### config.mk
export PLATFORM = sky130hd
export DESIGN_NAME = xor_checked_frame_packer
export DESIGN_NICKNAME = d
export VERILOG_FILES = /design/src/sv/fpk_pkg.sv /design/src/sv/fpk_builder.sv /design/src/sv/fpk_sequencer.sv /design/src/sv/xor_checked_frame_packer.sv
export SDC_FILE = /design/constraint.sdc
export NUM_CORES = 1
export LEC_CHECK = 0
export ABC_AREA = 1
export BUFFER_PORTS_ARGS = -buffer_cell sky130_fd_sc_hd__buf_4
export CAP_MARGIN = 20
export CORE_MARGIN = 8
export CORE_UTILIZATION = 35
export CTS_CLUSTER_SIZE = 24
export DETAILED_ROUTE_END_ITERATION = 16
export SYNTH_ARGS = -nofsm -noshare
export SYNTH_HDL_FRONTEND = slang
export SYNTH_SLANG_ARGS = --single-unit
### constraint.sdc
create_clock -name clock -period 2.36 [get_ports clock]
set_input_delay 0.118 -clock clock [delete_from_list [all_inputs] [get_ports clock]]
set_output_delay 0.118 -clock clock [all_outputs]
set_load 0.03 [all_outputs]
### src/sv/fpk_pkg.sv
// fpk_pkg: shared types and constants of the frame packer
// payload structs for the request and response channels, status and csr codes
// no dependencies
package fpk_pkg;

   // frame layout
   localparam int HEADER_BYTES = 6;
   localparam int MAX_RESULTS  = HEADER_BYTES + 1;
   localparam int IDX_W        = $clog2(MAX_RESULTS);

   // register reset values
   localparam logic [7:0] SYNC_FIRST_RESET  = 8'hAA;
   localparam logic [7:0] SYNC_SECOND_RESET = 8'h70;
   localparam logic [7:0] RESERVED_RESET    = 8'h00;

   // csr register indexes
   localparam int CSR_INDEX_W = 2;
   localparam logic [CSR_INDEX_W-1:0] CSR_SYNC_FIRST  = 2'd0;
   localparam logic [CSR_INDEX_W-1:0] CSR_SYNC_SECOND = 2'd1;
   localparam logic [CSR_INDEX_W-1:0] CSR_RESERVED    = 2'd2;

   // operation codes
   localparam logic OP_START = 1'b0;
   localparam logic OP_DATA  = 1'b1;

   typedef enum logic [1:0] {
      STATUS_OK        = 2'd0,
      STATUS_STRAY     = 2'd1,
      STATUS_ABANDONED = 2'd2
   } status_type;

   typedef struct packed {
      logic        operation;
      logic [7:0]  command;
      logic [15:0] payload_length;
      logic [7:0]  payload_byte;
   } req_type;

   typedef struct packed {
      logic [7:0] out_byte;
      logic       byte_valid;
      logic       frame_end;
      status_type status;
      logic       last_of_run;
   } rsp_type;

   // one decoded transaction waiting to be played out byte by byte
   typedef struct packed {
      logic [MAX_RESULTS-1:0][7:0] bytes;
      logic [IDX_W-1:0]            last_idx;
      logic                        closes;
      logic                        stray;
      status_type                  status;
   } item_type;

endpackage

### src/sv/fpk_builder.sv
// fpk_builder: frame state and decode of one request transaction
// holds open/remaining/running xor, turns a request into a list of bytes
// depends on fpk_pkg
module fpk_builder (
   input  logic             clock,
   input  logic             reset,
   input  logic             accept,
   input  fpk_pkg::req_type req,
   input  logic [7:0]       sync_first,
   input  logic [7:0]       sync_second,
   input  logic [7:0]       reserved_value,
   output fpk_pkg::item_type item
);
   import fpk_pkg::*;

   logic        open_ff, open_in;
   logic [15:0] remaining_ff, remaining_in;
   logic [7:0]  xor_ff, xor_in;

   logic [HEADER_BYTES-1:0][7:0] header;
   logic [7:0]                   header_xor;
   logic [7:0]                   data_xor;

   // header bytes and their checksum
   always_comb begin
      header[0]  = sync_first;
      header[1]  = sync_second;
      header[2]  = req.command;
      header[3]  = reserved_value;
      header[4]  = req.payload_length[7:0];
      header[5]  = req.payload_length[15:8];
      header_xor = '0;
      for (int k = 0; k < HEADER_BYTES; k++) begin
         header_xor = header_xor ^ header[k];
      end
      data_xor = xor_ff ^ req.payload_byte;
   end

   // decode and next frame state
   always_comb begin
      item         = '0;
      item.status  = STATUS_OK;
      open_in      = open_ff;
      remaining_in = remaining_ff;
      xor_in       = xor_ff;
      if (req.operation == OP_START) begin
         item.status = open_ff ? STATUS_ABANDONED : STATUS_OK;
         for (int k = 0; k < HEADER_BYTES; k++) begin
            item.bytes[k] = header[k];
         end
         if (req.payload_length == '0) begin
            item.bytes[HEADER_BYTES] = header_xor;
            item.last_idx            = IDX_W'(HEADER_BYTES);
            item.closes              = 1'b1;
            open_in                  = 1'b0;
            remaining_in             = '0;
            xor_in                   = '0;
         end else begin
            item.last_idx = IDX_W'(HEADER_BYTES - 1);
            open_in       = 1'b1;
            remaining_in  = req.payload_length;
            xor_in        = header_xor;
         end
      end else if (!open_ff) begin
         // stray data byte, state untouched
         item.stray    = 1'b1;
         item.status   = STATUS_STRAY;
         item.last_idx = '0;
      end else begin
         item.bytes[0] = req.payload_byte;
         remaining_in  = remaining_ff - 16'd1;
         if (remaining_ff == 16'd1) begin
            item.bytes[1] = data_xor;
            item.last_idx = IDX_W'(1);
            item.closes   = 1'b1;
            open_in       = 1'b0;
            xor_in        = '0;
         end else begin
            item.last_idx = '0;
            xor_in        = data_xor;
         end
      end
   end

   // frame state registers
   always_ff @(posedge clock) begin
      if (reset) begin
         open_ff      <= 1'b0;
         remaining_ff <= '0;
         xor_ff       <= '0;
      end else if (accept) begin
         open_ff      <= open_in;
         remaining_ff <= remaining_in;
         xor_ff       <= xor_in;
      end
   end

endmodule

### src/sv/fpk_sequencer.sv
// fpk_sequencer: item register, byte index and response register
// plays a decoded transaction out one byte per cycle unless stalled, takes the next on the last byte
// depends on fpk_pkg
module fpk_sequencer (
   input  logic              clock,
   input  logic              reset,
   input  logic              accept,
   input  fpk_pkg::item_type item,
   output logic              req_stall,
   output logic              rsp_valid,
   input  logic              rsp_stall,
   output fpk_pkg::rsp_type  rsp_data
);
   import fpk_pkg::*;

   item_type         item_ff;
   logic             item_valid_ff;
   logic [IDX_W-1:0] idx_ff;
   logic             rsp_valid_ff;
   rsp_type          rsp_ff, rsp_in;
   logic             out_free;
   logic             emit;
   logic             at_last;

   assign out_free  = !rsp_valid_ff || !rsp_stall;
   assign emit      = item_valid_ff && out_free;
   assign at_last   = (idx_ff == item_ff.last_idx);
   assign req_stall = item_valid_ff && !(out_free && at_last);

   // response byte for the current index
   always_comb begin
      rsp_in.out_byte    = item_ff.bytes[idx_ff];
      rsp_in.byte_valid  = !item_ff.stray;
      rsp_in.frame_end   = item_ff.closes && at_last;
      rsp_in.status      = item_ff.status;
      rsp_in.last_of_run = at_last;
   end

   // item register and index
   always_ff @(posedge clock) begin
      if (reset) begin
         item_valid_ff <= 1'b0;
         idx_ff        <= '0;
      end else if (accept) begin
         item_valid_ff <= 1'b1;
         idx_ff        <= '0;
      end else if (emit && at_last) begin
         item_valid_ff <= 1'b0;
      end else if (emit) begin
         idx_ff <= idx_ff + IDX_W'(1);
      end
   end

   always_ff @(posedge clock) begin
      if (accept) begin
         item_ff <= item;
      end
   end

   // response register
   always_ff @(posedge clock) begin
      if (reset) begin
         rsp_valid_ff <= 1'b0;
      end else if (out_free) begin
         rsp_valid_ff <= item_valid_ff;
      end
   end

   always_ff @(posedge clock) begin
      if (emit) begin
         rsp_ff <= rsp_in;
      end
   end

   assign rsp_valid = rsp_valid_ff;
   assign rsp_data  = rsp_ff;

endmodule

### src/sv/xor_checked_frame_packer.sv
// Frame packer with XOR checksum: a start transaction yields a six-byte header (two sync
// bytes, command, reserved byte, length low, length high), data transactions pass one
// payload byte each, and the frame closes with the XOR of all its bytes. The response
// register emits one byte per cycle unless stalled, so a payload byte gives one byte,
// the last payload byte two (byte and checksum), a start six, seven if zero-length.
// A new request is taken in the cycle its predecessor's last byte enters the response
// register, so payload bytes stream back to back. Stray data bytes give one flagged,
// non-valid response; a start inside an open frame abandons it and is flagged.
// Depends on fpk_pkg, fpk_builder and fpk_sequencer.
module xor_checked_frame_packer (
   input  logic                                clock,
   input  logic                                reset,
   input  logic                                req_valid,
   output logic                                req_stall,
   input  fpk_pkg::req_type                    req_data,
   output logic                                rsp_valid,
   input  logic                                rsp_stall,
   output fpk_pkg::rsp_type                    rsp_data,
   input  logic                                csr_write_en,
   input  logic [fpk_pkg::CSR_INDEX_W-1:0]     csr_index,
   input  logic [7:0]                          csr_wdata
);
   import fpk_pkg::*;

   logic [7:0] sync_first_ff;
   logic [7:0] sync_second_ff;
   logic [7:0] reserved_ff;
   logic       accept;
   item_type   item;

   assign accept = req_valid && !req_stall;

   // configuration registers
   always_ff @(posedge clock) begin
      if (reset) begin
         sync_first_ff  <= SYNC_FIRST_RESET;
         sync_second_ff <= SYNC_SECOND_RESET;
         reserved_ff    <= RESERVED_RESET;
      end else if (csr_write_en) begin
         case (csr_index)
            CSR_SYNC_FIRST:  sync_first_ff  <= csr_wdata;
            CSR_SYNC_SECOND: sync_second_ff <= csr_wdata;
            CSR_RESERVED:    reserved_ff    <= csr_wdata;
            default: ;
         endcase
      end
   end

   fpk_builder u_builder (
      .clock          (clock),
      .reset          (reset),
      .accept         (accept),
      .req            (req_data),
      .sync_first     (sync_first_ff),
      .sync_second    (sync_second_ff),
      .reserved_value (reserved_ff),
      .item           (item)
   );

   fpk_sequencer u_sequencer (
      .clock     (clock),
      .reset     (reset),
      .accept    (accept),
      .item      (item),
      .req_stall (req_stall),
      .rsp_valid (rsp_valid),
      .rsp_stall (rsp_stall),
      .rsp_data  (rsp_data)
   );

endmodule

After elaboration in Yosys (flattened, before gate mapping)
Index checks and enable logic that the tools add are counted.
Word-level totals
  register bits: 130
  bits of input ports: 48
  output and inout bits: 15
  logic and storage cells: 90
Operators by class
  $add $sub $neg: 2
  order comparisons: 1
  equality and inequality tests: 5
  mux-type cells: 27
  bitwise logic cells: 8
  reduce and logical (&&, ||, !) cells: 22
Operators by type and width (count)
  $mux 16: 4
  $mux 8: 6
  $xor 8x8->8: 6
  $bmux 8 s3: 1
  $mux 20: 1
  $eq 16x1->1 const B: 1
  $logic_not 16->1: 1
  $sub 16x1->16 const B: 1
  $mux 1: 10
  $reduce_and 2->1: 5
  $logic_and 1x1->1: 6
  $mux 2: 3
  $mux 3: 2
  $logic_not 1->1: 5
  $lt 3x4->1 const B: 1
  $reduce_or 2->1: 2
  $add 3x1->3 const B: 1
  $eq 3x3->1: 1
  $eq 2x1->1 const B: 1
  $eq 2x2->1 const B: 1
  $logic_not 2->1: 1
  $ne 2x1->1 const B: 1
  $not 1->1: 2
  $reduce_bool 2->1: 1
  $logic_or 1x1->1: 1

Longest topological paths before layout
Gate-level depths: netlist of run 1.
  depth after elaboration: 8
  gate-level depth with buffers: 12
  mapped depth without buffers: 12

By module
From an unflattened synthesis of run 1, not the netlist that was laid out.
Unflattened totals
  cell total of the unflattened synthesis: 948
  area, all modules: 7149.4 sq um
By module, submodules not included
  fpk_sequencer: times used 1, cells an instance 226, area an instance 3123.0 sq um, seq. area each 2382.3 sq um
  fpk_builder: times used 1, cells an instance 576, area an instance 3004.1 sq um, seq. area each 500.5 sq um
  xor_checked_frame_packer: times used 1, cells an instance 146, area an instance 1022.2 sq um, seq. area each 480.5 sq um

Least setup slack after synthesis of run 1
Ideal clock, no wire load.
  path type: register to register
  start point: register u_sequencer.idx_ff[0]
  end point: register u_sequencer.item_ff[10] (netlist bit), enable pin
  data arrival time: 2192 ps
  slack: -248 ps
  stages on the path, launching flop included: 7
  buffers on the path: 1
  period minus slack after synthesis: 2608 ps
  path through: dfxtp_1 -> buf_4 -> xnor2_4 -> nand4_2 -> nand2_4 -> nand2_1 -> inv_1
On the way
  cells in the longest elaborated chain, start to end: 6
Ends and longest elaborated chain
  start, declared: line fpk_sequencer.sv:18  | logic [IDX_W-1:0] idx_ff;
  start signal, assigned: line fpk_sequencer.sv:50  | idx_ff <= idx_ff + IDX_W'(1);
  $eq 3x3->1: line fpk_sequencer.sv:27  | assign at_last = (idx_ff == item_ff.last_idx);
  $logic_and 1x1->1: line fpk_sequencer.sv:28  | assign req_stall = item_valid_ff && !(out_free && at_last);
  $logic_not 1->1: line fpk_sequencer.sv:28
  $logic_and 1x1->1: line fpk_sequencer.sv:28
  $logic_not 1->1: line xor_checked_frame_packer.sv:31  | assign accept = req_valid && !req_stall;
  $logic_and 1x1->1: line xor_checked_frame_packer.sv:31
  net accept: line xor_checked_frame_packer.sv:28  | logic accept;
  end signal, assigned: line fpk_sequencer.sv:56  | item_ff <= item;
  end, declared: line fpk_sequencer.sv:16  | item_type item_ff;
The timed path passes the listed nets, and every way through them passes these cells.
A chain may end at the register's enable or synchronous reset.

Worst setup path in the final report of run 1
  start point: register u_sequencer.idx_ff[2]
  end point: register u_sequencer.item_ff[11] (netlist bit), enable pin
Same word-level chain as after synthesis.

==> results of run 1 <==
-- placed cells by master (no fill, tap or decap), types with 3 or more instances in the layout --
cell type      count
clkinvlp_4         3
nand4_1            7
nor3_1            11
nor2_1           185
buf_4             73
edfxtp_1          75
a21oi_1           29
xor2_1             9
dlygate4sd3_1     10
ha_1               3
inv_1            102
nand3b_1          14
a211oi_1           8
o21bai_1           3
o21ai_0           54
dfxtp_1           54
xnor2_1           11
nand2_1          250
nand3_1           31
bufinv_16          4
inv_2              3
clkinv_4           4
clkbuf_16         17
a31oi_1            8
o211ai_1           5
-- kinds of logic (layout without fill, tap and decap cells) --
kind of cell	count (synthesis)	after routing	synth area share (%)
AOI/OAI and AO/OA	109	109	8.786
xor gates and xnor gates	21	21	2.971
adders and majority gates	3	3	0.5503
buffers and inverters	138	225	8.345
DFF	129	129	48.86
and+or+nand+nor	507	507	30.48
-- state kept, by name (all words and copies together), names as in the netlist --
name and count:
reserved_ff 8, sync_first_ff 8, sync_second_ff 8, u_builder.open_ff 1, u_builder.remaining_ff 16, u_builder.xor_ff 8
u_sequencer.idx_ff 3, u_sequencer.item_ff 62, u_sequencer.item_valid_ff 1, u_sequencer.rsp_data 13, u_sequencer.rsp_valid 1
-- routing by layer --
| layer | global-route usage, % | wire, um |
|---|---|---|
| met5 | 0 | 0 |
| met4 | 5.869 | 371 |
| met1 | 20.68 | 8868 |
| met2 | 27.68 | 9396 |
| met3 | 3.213 | 800 |
-- synthesized netlist by cell type --
cell type,count
clkinv_4,1
nand3_1,31
clkbuf_1,13
buf_2,7
dfxtp_1,54
inv_2,3
o21ai_0,54
xnor2_4,1
nand2_4,1
o211ai_1,5
buf_6,4
a31oi_1,8
xnor2_1,11
nand4_2,1
nor2_2,1
nor2_1,185
o21bai_1,3
a31o_2,1
nand2_1,250
nand3b_1,14
buf_1,4
inv_1,103
a211oi_1,8
o21ai_1,1
clkinv_1,1
nand4_1,7
nor3b_1,1
nand3_2,1
nand2_2,2
edfxtp_1,75
nor3_1,11
a21oi_1,29
xor2_1,9
buf_4,2
nor3_2,1
ha_1,3
nand3_4,1
-- final cells by class --
cell class	count	area [um^2]
Fill cell	1965	10950
Timing Repair Buffer	85	688.2
Clock buffer	19	452.9
Sequential cell	129	3333
Inverter	108	414.1
Clock inverter	13	183.9
Multi-Input combinational cell	640	2919
Tap cell	265	331.6
-- final timing paths --
| kind | from | to | slack, ns | depth (start not counted) |
|---|---|---|---|---|
| max | u_sequencer.idx_ff[2]$_SDFFE_PP0P_ | u_sequencer.item_ff[11]$_DFFE_PP_ | 0.43 | 8 |
| min | rsp_stall | u_sequencer.rsp_valid$_SDFFE_PP0P_ | 0.002 | 3 |
| max reg2reg | u_sequencer.idx_ff[2]$_SDFFE_PP0P_ | u_sequencer.item_ff[11]$_DFFE_PP_ | 0.43 | 8 |
| min reg2reg | u_sequencer.item_ff[1]$_SDFFCE_PP0P_ | u_sequencer.rsp_data[2]$_DFFE_PP_ | 0.43 | 0 |
-- through the flow --
stage	power (mW)	cell area [um^2]	hold WS, ns	utilization, %
floorplan	3.381	6825	0.1871	-
global placement	3.723	7586	0.3135	39.37
detailed placement	3.731	7586	0.3177	39.37
CTS	6.576	8323	0.001270	43.19
global route	6.811	8323	0.02731	43.19
finish	6.527	8323	0.001990	43.19
-- power by group --
part / total [mW] / internal (mW) / switching, mW
Combinational: 1.05 / 0.373 / 0.682
Clock: 2.83 / 1.82 / 1.00
Sequential: 2.65 / 2.57 / 0.0810
Total: 6.53 / 4.76 / 1.77
-- critical path: cells and delay by family, from the launching register on --
family                 cells  cell delay (ns)
buffers and inverters      3             0.66
DFF                        1             0.32
and+or+nand+nor            5             0.59
-- repair_timing --
action                                  CTS  global route
hold buffers                             10             0
hold endpoints to repair                 23             0
endpoints found under the setup margin    0             0
==> results.md, run 1 <==
- Clk slew on worst S/H paths: 0.06 ns
- Setup-failing EPs final: 0
- Post-synthesis sequential area ratio: 48.86%
- Vias: 5903
- Syn_nets: 958
- Largest net degree at the start of global routing: 64
- Max VDD drop: 0.0005230 V
- PwrDens: 784.2 nW/um^2
- CP most frequent cell: nand2_1
- Die Area: 24210 um^2
- CTS tree: built
- Root buffer cell: clkbuf_16
- DRC: 0
- First-pass GRT wire length: 30570 um
- RePlAce Congestion: 0.8547
- Setup crit start kind: flop
- Setup TNS Final: 0 ns
- Pre-CTS setup slack: 0.4059 ns
- Final wirelength: 19440 um
- P_leak: 3.816 nW
- Final period demand of the worst path: 1.932 ns
- Delay of the slowest cell on the worst path: 0.32 ns
- Gr ovfl total: 0
- Yosys reg bits: 129
- Yosys cell types: 37
- Fin. max-slew vios: 0
- Antenna violations before repair: 0
- Post-CTS Resized: 0
- FP Rows: 51
- Arrival @ worst endpoint: 2.02 ns
- Syn avg cell area: 7.521 um^2
- Status: completed
- Router iterations before antenna repair: 5
- Highest Clock Rate: 517.5 MHz
- Detail Placement HPWL: 14090 um
- RSZ-0062 raised after global routing: no
- Vias in the first global route: 5715
- Area leader, netlist: edfxtp_1
- CTS Sinks: 129
- Synthesis-to-layout area growth: 22.01%
- Die extent in y: 155.6 um
- Crit Path Class: flop to flop
- Period utilisation layout: 81.88%
- Nets: 1032
- Initial Util: 35.40%
- Avg WL per Cell: 15.44 um
- Synth warnings: 0
- Antenna Violating Nets Remaining: 0
- Crit path max fanout: 63
- Initial DRC Count: 396
- CP required: 2.45 ns
- Worst hold path type: primary input to flop
- Critical Path End Type: flop
- Share of the synthesized area in the top cell type: 33.02%
- Later-pin clock latency in the skew report: 0.43 ns
- Core Footprint: 19270 um^2
- Fraction of layout cells with a size suffix above 1: 12.17%
- Worst-Margin Slew: 0.6190 ns
- ANT cells: 0
- Largest cells by area after synthesis: edfxtp_1, dfxtp_1, nand2_1
- PnR worst setup slack: 0.4275 ns
- Total Routing Usage GR: 16.47%
- Port bufs: 62
- Cells after synthesis: 907
- Slew HR: 58.58%
- Postcts setup bufs: 0
- Cells along the critical path: inv_2 -> nand2_1 -> nand2_1 -> nand4_2 -> nand2_4 -> nand2_1 -> clkinvlp_4 -> buf_12
- Die X: 155.6 um
- Max Cap Viol: 0
- Via-to-Cell Ratio: 4.689
- CTS max path bufs: 2
- Fin cells: 1259
- Syn Std Cell Area: 6822 um^2
- Highest-delay cell along the critical path: dfxtp_1
- H-tree depth: 4
- Num CTS Buffers: 17
- Clock Skew: 0.01350 ns
- Placed insts: 1217
- Final Hold Fails: 0
- I/O Pins: 63
No activity file was read; power rests on OpenSTA's default activity.
==> run 2, diff against run 1 <==
==> constraint.sdc (replaced) <==
create_clock -name clock -period 1.7 [get_ports clock]
set_input_delay 0.085 -clock clock [delete_from_list [all_inputs] [get_ports clock]]
set_output_delay 0.085 -clock clock [all_outputs]
set_load 0.03 [all_outputs]
==> run 2 against run 1 <==
Net effect:
- sequential power up 39%
- wire length down 0.87%
- clock-buffer cell count increased by 5
- worst hold slack improved by 0.013 ns
- first-iteration DRC count decreased by 13%
- register-to-register slack lost 0.39 ns
- non-clock buffer count is 42 higher
- clock skew is 0.0063 ns lower
- clock power increased by 24%
- critical endpoint is now u_builder.xor_ff[3]$_SDFFE_PP0P_
==> results.md, run 2 (same netlist as run 1, synthesis figures left out) <==
- Status: completed
- Vias in the first global route: 5809 (+1.6%)
- Avg WL per Cell: 14.81 um (-4.1%)
- Cells along the critical path: xnor2_4 -> nand4_4 -> nand2_4 -> buf_6 -> buf_4 -> nand3_4 -> buf_12 -> nor2_1 -> nor2_1
- CTS max path bufs: 2 (unchanged)
- Later-pin clock latency in the skew report: 0.42 ns (about the same)
- P_leak: 4.022 nW (+5.4%)
- Worst hold path cell count: 3 (unchanged)
- RePlAce Congestion: 0.8441 (-1.2%)
- Via-to-Cell Ratio: 4.636 (-1.1%)
- Initial DRC Count: 344 (-13%)
- Router iterations before antenna repair: 4 (-1)
- Worst-Margin Slew: 0.7062 ns (+0.08717 ns)
- Initial Util: 35.40% (unchanged)
- Tot Pwr: 8.774 mW (+34%)
- Hold Crit Endpoint: u_sequencer.item_ff[12]$_DFFE_PP_
- Delay of the slowest cell on the worst path: 0.45 ns (+0.13 ns)
- Antenna Violating Nets Remaining: 0 (unchanged)
- Die Area: 24210 um^2 (unchanged)
- Core Footprint: 19270 um^2 (unchanged)
- H-tree depth: 4 (unchanged)
- CTS tree: built
- Largest reg by FF count: u_sequencer.item_ff
- CP most frequent cell: nor2_1
- Most frequent cells in the layout: nand2_1, nor2_1, inv_1, buf_4, edfxtp_1
- Highest Clock Rate: 602.2 MHz (+16%)
- Num CTS Buffers: 17 (unchanged)
- Reg-to-Reg End: u_builder.xor_ff[3]$_SDFFE_PP0P_
- Slew HR: 52.75% (-5.8 points)
- RR Startpoint: u_sequencer.item_ff[4]$_DFFE_PP_
- Fin util: 45.22% (+2.0 points)
- FP Rows: 51 (unchanged)
- Gr ovfl total: 0 (unchanged)
- Final wirelength: 19270 um (-0.87%)
- Max VDD drop: 0.0007091 V (+36%)
- DRC: 0 (unchanged)
- Nets: 1074 (+4.1%)
- Largest net degree at the start of global routing: 50 (-22%)
- Setup-failing EPs final: 0 (unchanged)
- Final period demand of the worst path: 1.660 ns (-0.2720 ns)
- Synthesis-to-layout area growth: 27.75%
- Root buffer cell: clkbuf_16
- Max Cap Viol: 0 (unchanged)
- First-pass GRT wire length: 30590 um (about the same)
- Port bufs: 62 (unchanged)
- CP delay by family, top: simple AND/OR/NAND/NOR gates
- Vias: 6031 (+2.2%)
- Critical Path End Type: flop
- Crit path max fanout: 43 (-32%)
- Fraction of layout cells with a size suffix above 1: 15.25% (+3.1 points)
- Period utilisation layout: 97.67% (+16 points)
- ANT cells: 0 (unchanged)
- Buf+Inv Stages, Crit Path: 3 (unchanged)
- PnR worst setup slack: 0.03956 ns (-0.3880 ns)
- Highest-delay cell along the critical path: edfxtp_1
- Pre-CTS setup slack: 0.05041 ns (-0.3555 ns)
- Max reg flops: 62 (unchanged)
- Final Hold Fails: 0 (unchanged)
- Antenna violations before repair: 0 (unchanged)
- I/O Pins: 63 (unchanged)
- CTS Sinks: 129 (unchanged)
- Clock Skew: 0.007233 ns (-0.006263 ns)
- Reg2reg path depth: 9 (+1)
- Crit Path Class: flop to flop
- PwrDens: 1007 nW/um^2 (+28%)
- Total Routing Usage GR: 16.63% (+0.16 points)
- Arrival @ worst endpoint: 1.98 ns (-0.04 ns)
- Die X: 155.6 um (unchanged)
- FF-to-FF setup slack: 0.04 ns (-0.39 ns)
- Die extent in y: 155.6 um (unchanged)
- Clk slew on worst S/H paths: 0.06 ns (about the same)
- CP required: 2.02 ns (-0.43 ns)
- Fin. max-slew vios: 0 (unchanged)
- Worst hold path type: primary input to flop
- Detail Placement HPWL: 14160 um (+0.47%)
- RSZ-0062 raised after global routing: yes
- Setup crit start kind: flop
- Commonest non-fill, non-tap cell in the layout: nand2_1
- Min-delay src: req_data[5]
## run 2: cell types whose count changed in the layout (fill, tap and decap cells not counted), sizes merged
cell	change
buf	+32
inv	+1
dlygate4sd3	+10
clkinv	-3
bufinv	-3
clkbuf	+5
## run 2: where the power goes
part           leakage [nW]  internal (mW)  switching [mW]
clock                 0.276           2.17            1.33
sequential             1.18           3.56           0.122
combinational          2.56          0.642           0.942
total                  4.02           6.38            2.40
## run 2: per-layer routing
metal | global-route usage (%) | wire, um
met1 | 20.07 | 8409
met5 | 0 | 0
met4 | 6.932 | 520
met3 | 3.435 | 868
met2 | 28.35 | 9469
## run 2: worst max path at each step
| stage | depth (start not counted) | start | end | slack (ns) |
|---|---|---|---|---|
| finish | 9 | u_sequencer.item_ff[4]$_DFFE_PP_ | u_builder.xor_ff[3]$_SDFFE_PP0P_ | 0.04 |
| CTS | 6 | u_sequencer.item_ff[4]$_DFFE_PP_ | req_stall | 0.005 |
| detailed placement | 6 | u_sequencer.idx_ff[0]$_SDFFE_PP0P_ | u_sequencer.rsp_data[11]$_DFFE_PP_ | 0.05 |
| global placement | 6 | u_sequencer.idx_ff[0]$_SDFFE_PP0P_ | u_sequencer.item_ff[37]$_SDFFCE_PP0P_ | 0.06 |
| floorplan | 8 | u_sequencer.idx_ff[1]$_SDFFE_PP0P_ | u_sequencer.item_ff[10]$_DFFE_PP_ | -0.48 |
| global route | 10 | u_sequencer.item_ff[4]$_DFFE_PP_ | u_builder.remaining_ff[11]$_SDFFE_PP0P_ | -0.08 |
## run 2: layout make-up
class                   count  area [um^2]
clock buffers              24        493.0
clock inverters             8        77.57
fillers                  1971        10560
inverters                 108        416.7
multi-input cells         640         2944
flip-flops and latches    129         3341
well taps                 265        331.6
repair buffers            127         1111
## run 2: worst min-delay path, stage by stage
cell,delay (ns)
buf_4,0.09
nand3_1,0.06
o21ai_0,0.08
## run 2: metrics by stage
step	setup TNS, ns	hold slack, ns	instance area (um^2)	instances
final	0	0.01530	8715	1301
after CTS	0	0.003696	8700	1301
after global routing	-1.007	0.01597	8715	1301
after detailed placement	0	0.2930	7913	1248
after global placement	0	0.2848	7913	1248
after floorplan	-30.55	0.1467	6848	907
## run 2: what timing repair did
item                                   CTS  global route
resized for setup                        3             6
hold buffers                            20             0
setup endpoints to repair                1            62
endpoints found under the hold margin   36             0
pin swaps                                3             1
buffers inserted                         2             0
==> run 3, diff against run 2 <==
--- a/config.mk
+++ b/config.mk
@@ -8,7 +8,6 @@
 export ABC_AREA = 1
 export BUFFER_PORTS_ARGS = -buffer_cell sky130_fd_sc_hd__buf_4
 export CAP_MARGIN = 20
-export CORE_MARGIN = 8
 export CORE_UTILIZATION = 35
 export CTS_CLUSTER_SIZE = 24
 export DETAILED_ROUTE_END_ITERATION = 16
==> run 3 against run 2 <==
Net effect:
- the run now ends with negative setup slack left
- largest power group is now clock
- critical endpoint is now u_builder.xor_ff[2]$_SDFFE_PP0P_
- wire length rose by 5.1%
- flip-flop and latch count did not move
- worst hold slack got worse by 0.010 ns
- critical path type unchanged
- critical path depth rose by 1
- utilization rose by 2.7 points
- die area fell by 17%
- cell count rose by 0.38%
- clock-buffer cell count fell by 7
==> results.md, run 3 (same netlist as run 1, synthesis figures left out) <==
- Status: finished, violations left
- Violated checks: negative setup slack
- Die X: 141.6 um (-9.0%)
- Highest Clock Rate: 585.3 MHz (-2.8%)
- Max Cap Viol: 0 (unchanged)
- Pre-CTS setup slack: -0.03230 ns (-0.08271 ns)
- Switching pwr: 2.623 mW (+9.5%)
- Antenna violations before repair: 0 (unchanged)
- Largest net degree at the start of global routing: 50 (unchanged)
- Buf+Inv Stages, Crit Path: 4 (+1)
- Root buffer cell: clkbuf_16
- First-pass GRT wire length: 29990 um (-2.0%)
- Fin util: 47.93% (+2.7 points)
- CTS Sinks: 129 (unchanged)
- DRC: 0 (unchanged)
- Die Area: 20050 um^2 (-17%)
- FP Rows: 50 (-2.0%)
- Crit path max fanout: 10 (-77%)
- Initial DRC Count: 494 (+44%)
- Gr ovfl total: 0 (unchanged)
- PwrDens: 1067 nW/um^2 (+5.9%)
- Final wirelength: 20250 um (+5.1%)
- Fraction of layout cells with a size suffix above 1: 19.98% (+4.7 points)
- RePlAce Congestion: 0.8682 (+2.9%)
- Net Sw Frac: 27.16% (-0.15 points)
- CP delay by family, top: buffers and inverters
- Final period demand of the worst path: 1.708 ns (+0.04803 ns)
- Die extent in y: 141.6 um (-9.0%)
- Max VDD drop: 0.0007661 V (+8.0%)
- Nets: 1084 (+0.93%)
- Delay of the slowest cell on the worst path: 0.33 ns (-0.12 ns)
- CTS tree: built
- P_leak: 4.163 nW (+3.5%)
- Avg WL per Cell: 15.50 um (+4.7%)
- Highest-delay cell along the critical path: dfxtp_1
- # fillers: 1854 (-5.9%)
- Period utilisation layout: 100.5% (+2.8 points)
- Cells along the critical path: buf_6 -> xnor2_4 -> nand4_4 -> nand2_4 -> buf_6 -> buf_6 -> nand3_4 -> buf_6 -> nor2_1 -> nor2_1
- CTS max path bufs: 2 (unchanged)
- Fin. max-slew vios: 0 (unchanged)
- Initial Util: 36.11% (+0.71 points)
- Later-pin clock latency in the skew report: 0.43 ns (about the same)
- Synthesis-to-layout area growth: 32.76%
- Setup-failing EPs final: 2 (+2)
- Most frequent cells in the layout: nand2_1, nor2_1, buf_4, inv_1, edfxtp_1
- Tot Pwr: 9.659 mW (+10%)
- Port bufs: 62 (unchanged)
- H-tree depth: 4 (unchanged)
- Logic pwr share: 18.3% (+0.2 points)
- Arrival @ worst endpoint: 2.03 ns (+0.05 ns)
- Num CTS Buffers: 17 (unchanged)
- Clk slew on worst S/H paths: 0.06 ns (about the same)
- Total Routing Usage GR: 20.10% (+3.5 points)
- Int Power: 7.035 mW (+10%)
- Worst-Margin Slew: 0.7515 ns (+0.04534 ns)
- Vias in the first global route: 5572 (-4.1%)
- Critical Path End Type: flop
- Setup crit start kind: flop
- CP required: 2.02 ns (about the same)
- Setup TNS Final: -0.01429 ns (-0.01429 ns)
- Vias: 6241 (+3.5%)
- Clock Power Share: 43.7% (+3.8 points)
- Largest reg by FF count: u_sequencer.item_ff
- Slew HR: 49.90% (-2.8 points)
- ANT cells: 0 (unchanged)
- Detail Placement HPWL: 14290 um (+0.92%)
- Crit Path Class: flop to flop
- Hold WS: 0.005181 ns (-0.01012 ns)
- Sequential Power Share: 38.0% (-4.0 points)
- CP most frequent cell: buf_6
- Worst hold path type: primary input to flop
- I/O Pins: 63 (unchanged)
- PnR worst setup slack: -0.008470 ns (-0.04803 ns)
- Core Footprint: 18890 um^2 (-2.0%)
- Max reg flops: 62 (unchanged)
- RSZ-0062 raised after global routing: yes
- Router iterations before antenna repair: 5 (+1)
- Via-to-Cell Ratio: 4.779 (+3.1%)
- Commonest non-fill, non-tap cell in the layout: nand2_1
- Antenna Violating Nets Remaining: 0 (unchanged)
- Final Hold Fails: 0 (unchanged)
- Clock Skew: 0.009724 ns (+0.002491 ns)
[run 3: routing by layer]
metal  part of all wire, %  global-route usage, %  wire [um]  vias up
met4                   2.0                  6.055        415        0
met2                    47                  32.51       9494      194
li1                      -                      -          -     3156
met3                   5.8                  4.286       1177       31
met5                     0                      0          0        -
met1                    45                  26.94       9161     2860
[run 3: area by class of cell]
class / count / area [um^2] / area share [%]
timing repair buffer: 137 / 1215 / 13.42
clock inverter: 15 / 256.5 / 2.832
tap: 260 / 325.3 / 3.592
inverter: 108 / 420.4 / 4.642
sequential: 129 / 3338 / 36.86
multi-input combinational: 640 / 3075 / 33.96
clock buffer: 17 / 425.4 / 4.697
[run 3: metrics by stage]
stage,instance area [um^2],std cells
finish,9056,1306
detailed placement,7941,1251
floorplan,6848,907
CTS,8772,1298
global placement,7941,1251
global route,9056,1306
[run 3: what timing repair did]
action	in CTS	in global routing
setup endpoints to repair	3	31
hold buffers	13	0
resized for setup	3	52
setup buffers	2	2
pin swaps	2	18
gates cloned	0	6
hold endpoints to repair	30	0
[run 3: worst paths after layout]
kind	start	end	slack, ns	depth (start not counted)
worst max register to register	u_sequencer.idx_ff[0]$_SDFFE_PP0P_	u_builder.xor_ff[2]$_SDFFE_PP0P_	-0.008	10
worst max-delay path	u_sequencer.idx_ff[0]$_SDFFE_PP0P_	u_builder.xor_ff[2]$_SDFFE_PP0P_	-0.008	10
worst min register to register	u_sequencer.item_ff[1]$_SDFFCE_PP0P_	u_sequencer.rsp_data[2]$_DFFE_PP_	0.42	0
worst min-delay path	rsp_stall	u_sequencer.rsp_valid$_SDFFE_PP0P_	0.005	3
[run 3: worst reg2reg max path, stage by stage, from the launching register on]
cell	delay [ns]
dfxtp_1	0.33
buf_6	0.14
xnor2_4	0.18
nand4_4	0.10
nand2_4	0.09
buf_6	0.10
buf_6	0.10
nand3_4	0.18
buf_6	0.23
nor2_1	0.12
nor2_1	0.05
[run 3: power by group through the flow]
stage / registers (mW) / clock network, mW / logic [mW]
after floorplan: 3.77 / 0 / 0.935
after global placement: 3.73 / 0 / 1.57
final: 3.67 / 4.22 / 1.77
after detailed placement: 3.73 / 0 / 1.58
after CTS: 3.67 / 4.26 / 1.62
after global routing: 3.69 / 4.39 / 1.95
